**config.mk**
```make
export PLATFORM = sky130hd
export DESIGN_NAME = fsc_ctrl
export DESIGN_NICKNAME = d
export VERILOG_FILES = /design/src/sv/fsc_pkg.sv /design/src/sv/fsc_ctrl.sv
export SDC_FILE = /design/constraint.sdc
export NUM_CORES = 1
export LEC_CHECK = 0
export ABC_AREA = 1
export BUFFER_PORTS_ARGS = -buffer_cell sky130_fd_sc_hd__buf_2
export CAP_MARGIN = 20
export CORE_MARGIN = 2
export CORE_UTILIZATION = 41
export CTS_BUF_LIST = sky130_fd_sc_hd__clkbuf_4 sky130_fd_sc_hd__clkbuf_8 sky130_fd_sc_hd__clkbuf_16
export CTS_CLUSTER_SIZE = 8
export DETAILED_ROUTE_END_ITERATION = 7
export PLACE_DENSITY_LB_ADDON = 0.1
export RECOVER_POWER = 50
export SYNTH_ARGS = -nofsm -noshare
export SYNTH_HDL_FRONTEND = slang
export SYNTH_SLANG_ARGS = --single-unit
```
**constraint.sdc**
```tcl
create_clock -name aclk -period 2.1 [get_ports aclk]
set_input_delay 0.63 -clock aclk [delete_from_list [all_inputs] [get_ports aclk]]
set_output_delay 0.63 -clock aclk [all_outputs]
set_load 0.05 [all_outputs]
```
**src/sv/fsc_pkg.sv**
```systemverilog
package fsc_pkg;

    localparam int VALUE_WIDTH   = 32;
    localparam int PLANE_COUNT   = 6;
    localparam int COMP_COUNT    = 4;
    localparam int FRAC_BITS_DEF = 16;
    localparam int SQRT_STEPS    = VALUE_WIDTH;

    localparam logic       OP_LOAD  = 1'b0;
    localparam logic       OP_TEST  = 1'b1;
    localparam logic [1:0] LAST_COL = 2'd3;

    typedef logic signed [VALUE_WIDTH-1:0] value_t;

    typedef enum logic [8:0] {
        ST_IDLE  = 9'b000000001,
        ST_BUILD = 9'b000000010,
        ST_SQ    = 9'b000000100,
        ST_SQRT  = 9'b000001000,
        ST_DIV   = 9'b000010000,
        ST_STORE = 9'b000100000,
        ST_TEST  = 9'b001000000,
        ST_TSUM  = 9'b010000000,
        ST_OUT   = 9'b100000000
    } state_t;

    typedef struct packed {
        logic       load;
        logic       test_start;
        logic       build;
        logic       sq_step;
        logic       sqrt_init;
        logic       sqrt_step;
        logic       div_init;
        logic       div_step;
        logic       div_end;
        logic       store;
        logic       issue;
        logic       out_load;
        logic [2:0] plane;
        logic [1:0] sq_idx;
        logic [1:0] comp;
    } cmd_t;

    typedef struct packed {
        logic out_free;
    } stat_t;

    // row combined with w for each plane: left/right x, top/bottom y, back/front z
    function automatic logic [1:0] plane_row(input logic [2:0] p);
        logic [1:0] r;
        case (p) inside
            3'd0, 3'd1: r = 2'd0;
            3'd2, 3'd3: r = 2'd1;
            default:    r = 2'd2;
        endcase
        return r;
    endfunction

    function automatic logic plane_neg(input logic [2:0] p);
        logic n;
        case (p) inside
            3'd1, 3'd2, 3'd5: n = 1'b1;
            default:          n = 1'b0;
        endcase
        return n;
    endfunction

    function automatic logic [VALUE_WIDTH-1:0] mag(input value_t v);
        return v[VALUE_WIDTH-1] ? (~v + 1'b1) : v;
    endfunction

    function automatic value_t sat_wide(input logic signed [VALUE_WIDTH:0] v);
        value_t r;
        if (v[VALUE_WIDTH] != v[VALUE_WIDTH-1]) begin
            r = v[VALUE_WIDTH] ? {1'b1, {(VALUE_WIDTH-1){1'b0}}}
                               : {1'b0, {(VALUE_WIDTH-1){1'b1}}};
        end else begin
            r = v[VALUE_WIDTH-1:0];
        end
        return r;
    endfunction

endpackage

```
**src/sv/fsc_ctrl.sv**
```systemverilog
module fsc_ctrl
    import fsc_pkg::*;
#(
    parameter int FRAC_BITS = FRAC_BITS_DEF
) (
    input  logic       aclk,
    input  logic       aresetn,
    input  logic       s_valid,
    input  logic       s_operation,
    input  logic [1:0] s_column_index,
    input  stat_t      stat,
    output logic       s_ready,
    output cmd_t       cmd
);

    localparam int DIV_STEPS = VALUE_WIDTH + FRAC_BITS;
    localparam int MAX_STEPS = (DIV_STEPS > SQRT_STEPS) ? DIV_STEPS : SQRT_STEPS;
    localparam int CNT_W     = $clog2(MAX_STEPS + 2);

    state_t           state_reg, state_next;
    logic [2:0]       plane_reg, plane_next;
    logic [CNT_W-1:0] cnt_reg, cnt_next;
    logic [1:0]       comp_reg, comp_next;

    always_comb begin
        state_next = state_reg;
        plane_next = plane_reg;
        cnt_next   = cnt_reg;
        comp_next  = comp_reg;
        s_ready    = 1'b0;
        cmd        = '0;
        cmd.plane  = plane_reg;
        cmd.sq_idx = cnt_reg[1:0];
        cmd.comp   = comp_reg;
        unique case (state_reg)
            ST_IDLE: begin
                s_ready = 1'b1;
                if (s_valid) begin
                    cnt_next = '0;
                    if (s_operation == OP_LOAD) begin
                        cmd.load = 1'b1;
                        if (s_column_index == LAST_COL) begin
                            plane_next = '0;
                            state_next = ST_BUILD;
                        end
                    end else begin
                        cmd.test_start = 1'b1;
                        state_next     = ST_TEST;
                    end
                end
            end
            ST_BUILD: begin
                cmd.build  = 1'b1;
                cnt_next   = '0;
                state_next = ST_SQ;
            end
            ST_SQ: begin
                cmd.sq_step = 1'b1;
                if (cnt_reg == CNT_W'(3)) begin
                    cnt_next   = '0;
                    state_next = ST_SQRT;
                end else begin
                    cnt_next = cnt_reg + 1'b1;
                end
            end
            ST_SQRT: begin
                if (cnt_reg == '0) cmd.sqrt_init = 1'b1;
                else               cmd.sqrt_step = 1'b1;
                if (cnt_reg == CNT_W'(SQRT_STEPS)) begin
                    cnt_next   = '0;
                    comp_next  = '0;
                    state_next = ST_DIV;
                end else begin
                    cnt_next = cnt_reg + 1'b1;
                end
            end
            ST_DIV: begin
                if (cnt_reg == '0) begin
                    cmd.div_init = 1'b1;
                    cnt_next     = cnt_reg + 1'b1;
                end else if (cnt_reg == CNT_W'(DIV_STEPS + 1)) begin
                    cmd.div_end = 1'b1;
                    cnt_next    = '0;
                    if (comp_reg == 2'd3) state_next = ST_STORE;
                    else                  comp_next  = comp_reg + 1'b1;
                end else begin
                    cmd.div_step = 1'b1;
                    cnt_next     = cnt_reg + 1'b1;
                end
            end
            ST_STORE: begin
                cmd.store = 1'b1;
                if (plane_reg == 3'(PLANE_COUNT - 1)) begin
                    state_next = ST_IDLE;
                end else begin
                    plane_next = plane_reg + 1'b1;
                    state_next = ST_BUILD;
                end
            end
            ST_TEST: begin
                cmd.issue = 1'b1;
                cnt_next  = cnt_reg + 1'b1;
                if (cnt_reg == CNT_W'(PLANE_COUNT - 1)) state_next = ST_TSUM;
            end
            ST_TSUM: state_next = ST_OUT;
            ST_OUT: begin
                if (stat.out_free) begin
                    cmd.out_load = 1'b1;
                    state_next   = ST_IDLE;
                end
            end
            default: state_next = ST_IDLE;
        endcase
    end

    always_ff @(posedge aclk) begin
        if (!aresetn) begin
            state_reg <= ST_IDLE;
            plane_reg <= '0;
            cnt_reg   <= '0;
            comp_reg  <= '0;
        end else begin
            state_reg <= state_next;
            plane_reg <= plane_next;
            cnt_reg   <= cnt_next;
            comp_reg  <= comp_next;
        end
    end

`ifndef NO_ASSERTIONS
    a_out_hold: assert property (@(posedge aclk) disable iff (!aresetn)
        (state_reg == ST_OUT && !stat.out_free) |=> state_reg == ST_OUT)
        else $error("result dropped while output busy");
    a_store_after_last_comp: assert property (@(posedge aclk) disable iff (!aresetn)
        state_reg == ST_STORE |-> comp_reg == 2'd3)
        else $error("plane stored before all components divided");
    a_test_start: assert property (@(posedge aclk) disable iff (!aresetn)
        (s_valid && s_ready && s_operation == OP_TEST) |=> state_reg == ST_TEST)
        else $error("test transfer did not start test");
`endif

endmodule

```
# Word-level counts from Yosys, hierarchy flattened

Cells that the tools add are included.

Flip-flop bits (word level): 20
Output and inout port bits: 20
Input port bits: 7
Logic and storage cells: 90

Equal/unequal tests: 29
Multiplexer cells: 46
$add $sub $neg: 3
Reduce and logical (&&, ||, !) cells: 8

Operators with widths:

| operator              | number |
|---|---|
| $mux W9               | 10 |
| $pmux W9 S9           | 1 |
| $pmux W6 S6           | 1 |
| $mux W6               | 5 |
| $ne A2 B2 Y1 const B  | 12 |
| $mux W2               | 9 |
| $mux W3               | 5 |
| $mux W1               | 13 |
| $eq A6 B6 Y1 const B  | 2 |
| $reduce_and A5 Y1     | 2 |
| $eq A9 B1 Y1 const B  | 1 |
| $eq A9 B2 Y1 const B  | 1 |
| $eq A9 B3 Y1 const B  | 1 |
| $eq A9 B4 Y1 const B  | 1 |
| $eq A9 B5 Y1 const B  | 1 |
| $eq A9 B6 Y1 const B  | 1 |
| $eq A9 B7 Y1 const B  | 1 |
| $eq A9 B8 Y1 const B  | 1 |
| $eq A9 B9 Y1 const B  | 1 |
| $reduce_and A9 Y1     | 1 |
| $add A6 B1 Y6 const B | 1 |
| $eq A6 B2 Y1 const B  | 1 |
| $eq A6 B3 Y1 const B  | 1 |
| $logic_not A6 Y1      | 1 |
| 10 further kinds      | 12 |

# Logic depth before layout (Yosys ltp)

Word-level depth: 5
Gate-level depth with buffers: 13

# Worst setup path before layout

OpenSTA, ideal clock, no wires.

Kind: reg2out
From: reg state_reg[2]
To: out cmd[18] in the netlist's numbering
Arrival time: 1766 ps
Required time: 1470 ps
Slack: -296 ps
Cell stages (with the launch flop): 8
Cell sequence: dfxtp_1 -> nor2_4 -> nand3_2 -> nor2_8 -> inv_4 -> nor2_4 -> inv_1 -> nor2_1

RTL lines:

| what                     | line            | RTL |
|---|---|---|
| start: declaration       | fsc_ctrl.sv:20  | `state_t state_reg, state_next;` |
| start signal: assignment | fsc_ctrl.sv:123 | `state_reg <= state_next;` |
| end: declaration         | fsc_ctrl.sv:13  | `output cmd_t cmd` |

==> out/qor.yml <==
sta:
  period_share: 1.019
  setup_viol_count_final: 3
  min_period_ns: 2.139
  rsz0062_at_grt: "yes"
  hold_slack_ns: 0.5261
  fmax_mhz: 467.4
  fin_ws_ns: -0.03934
  hold_viol: 0
  finClkSkew_ns: 0.004270
  slew_viol_final: 0
  relSlewSlack: 0.6009
  worst_pin_slew_ns: 0.6013
pwr:
  p_per_area_mw_per_mm2: 1163
  power_leakage_nw: 1.044
  peakVddDrop_mv: 0.6644
  p_total_mw: 2.538
setup_path:
  cp.required_ns: 1.47
  rrSetupSlack_ns: 0.16
  reg2reg_to: "state_reg[4]"
  reg2regPathDepth: 11
  crit_path_max_incr_delay_ns: 0.35
  critPathCaptureType: "output port"
  cp-startpoint: "state_reg[2]"
  r2r_start: "state_reg[8]"
  arrival_ns: 1.51
  path_max_fanout: 4
  cpMaxStageDelayCell: "dfxtp_2"
  crit_end: "cmd[7]"
  startpoint_type: "flop"
  crit_type: "reg2out"
  crit_chain: "nor2_4, buf_4, nand2_2, inv_2, nand3_2, nor2_2, buf_6"
floorplan:
  die_x_um: 67.66
  dieArea_mm2: 0.004578
  boundaryPins: 27
  core_mm2: 0.003943
  die_h_um: 67.66
  core.rowCount: 23
  initial_core_util: 0.4215
cells_and_area:
  num_antenna_cells: 0
  largest_register_ff_count: 9
  final_core_util: 0.5535
  area_growth_pct: 31.33
  layout_commonest_cell: "nand2_1"
  finish.net_count: 320
  layout-drive-gt1-share: 0.3170
  fin_cells: 356
  layout_common_cells: "61 x nand2_1, 37 x nor2_1, 28 x inv_1, 22 x nand3_1, 18 x buf_4"
logic_synthesis:
  yosysWarnings: 0
  seq_area_frac_synth: 0.2410
  yosys.area_share.simple: 0.5233
  synth_top_area_share: 0.2410
  synth_top_family_by_area: "simple AND/OR/NAND/NOR gates"
  yosysTopAreaCell: "dfxtp_1"
  netlist_instances: 261
  synth_xor_area_frac: 0.02636
  synth_area_leaders: "dfxtp_1 24%, nand2_1 14%, nor2_1 10%, nand3_1 7.8%, inv_1 6.8%"
  synth.area.mux_share: 0
  synth_fa_ha_area_frac: 0.04518
  ys_ff_latch: 20
  post_synth_instance_area_mm2: 0.001662
  syn_area_per_cell_um2: 6.366
  synth_cell_types: 29
  synth_compound_area_frac: 0.05723
  synth.net_count: 274
worst_hold_path:
  hp-class: "reg2reg"
  hold_depth: 2
placement:
  place_hpwl_um: 3343
  place.gp.congestion: 0.8722
  dp_slack_ns: 0.07633
  placedCellCount: 341
  port_buffers: 26
clocking:
  clock_sinks: 20
  root_buffer: "clkbuf_8"
  clk_pin_slew_ns: 0.09
  cts_tree: "done"
  cts-htree-levels: 1
  cts_buffers: 3
  clk_path_buf_depth: 2
  insertion_delay_ns: 0.27
run_status:
  status: "complete, but fails checks"
  violations: "setup timing"
drt:
  first_iter_violations: 80
  routed_wl_um: 4453
  post-route-drc-count: 0
  dr.pass1.iters: 4
  wl_per_cell_um: 12.51
  vias_per_cell: 4.851
  ant_nets: 0
  vias: 1727
global_route:
  track_usage: 0.2122
  grt_max_degree: 14
  grt.overflow.total: 0
  grt_antenna_before_repair: 0
  grt_pass1_vias: 1615
  grt_pass1_wl_um: 7438
run:
  drv_cap: 0
layer usage:
metal / track usage / wire length [µm]
met5: 0 / 0
met4: 0.03827 / 0
met3: 0.02500 / 131
met2: 0.3444 / 2132
met1: 0.3022 / 2190
cell families after synthesis:
logic type / count (synthesis)
AO/OA/AOI/OAI: 19
XOR/XNOR: 5
adder cells (fa/ha/maj): 6
buffers and inverters: 40
flip-flops: 20
AND/OR/NAND/NOR: 171
where the power goes:
part	internal [mW]	leakage, nW	switching [mW]	total [mW]
clock	0.167	0.0288	0.148	0.315
sequential	0.459	0.166	0.0785	0.538
combinational	0.574	0.849	1.11	1.69
total	1.20	1.04	1.34	2.54
repair_timing:
item                       CTS  global route
setup endpoints to repair   10            12
resized for setup           39            20
hold buffers                 0             0
buffers inserted             5             6
gates cloned                 0             0
pin swaps                    8            11
through the flow:
| step | setup TNS [ns] | cell area [µm²] |
|---|---|---|
| after global placement | 0 | 1887 |
| after floorplan | -0.2090 | 1674 |
| final | -0.08859 | 2182 |
| after CTS | -0.07475 | 2103 |
| after global routing | -0.6464 | 2182 |
| after detailed placement | 0 | 1887 |
Yosys cell counts:
master / instances
a21oi_1: 10
buf_12: 1
buf_2: 1
buf_4: 2
clkinv_1: 1
dfxtp_1: 20
ha_1: 6
inv_1: 30
inv_2: 4
inv_4: 1
nand2_1: 61
nand2_2: 3
nand2_4: 1
nand3_1: 26
nand3_2: 3
nand3_4: 2
nand4_1: 6
nand4_2: 1
nor2_1: 46
nor2_2: 10
nor2_4: 6
nor2_8: 1
nor3_1: 2
nor3_2: 2
nor3b_2: 1
o21ai_0: 7
o21ai_1: 2
xnor2_1: 1
xor2_1: 4
worst min-delay path by stage:
stage | start | end | slack, ns
finish | comp_reg[0] | comp_reg[0] | 0.53
CTS | comp_reg[0] | comp_reg[0] | 0.53
floorplan | cnt_reg[1] | cnt_reg[1] | 0.48
global route | state_reg[0] | state_reg[0] | 0.57
global placement | plane_reg[2] | plane_reg[2] | 0.52
detailed placement | comp_reg[0] | comp_reg[0] | 0.52
worst max-delay path: cells and delay by family (launching register included):
kind	cells	cell delay (ns)
flip-flops	1	0.35
buffers and inverters	3	0.39
AND/OR/NAND/NOR	4	0.49
layout make-up:
| class | count | area, µm² |
|---|---|---|
| inverters | 36 | 140.1 |
| fillers | 402 | 1760 |
| well taps | 50 | 62.56 |
| flip-flops and latches | 20 | 416.7 |
| repair buffers | 45 | 341.6 |
| multi-input cells | 201 | 1166 |
| clock buffers | 4 | 55.05 |
(Power assumes the default switching activity.)
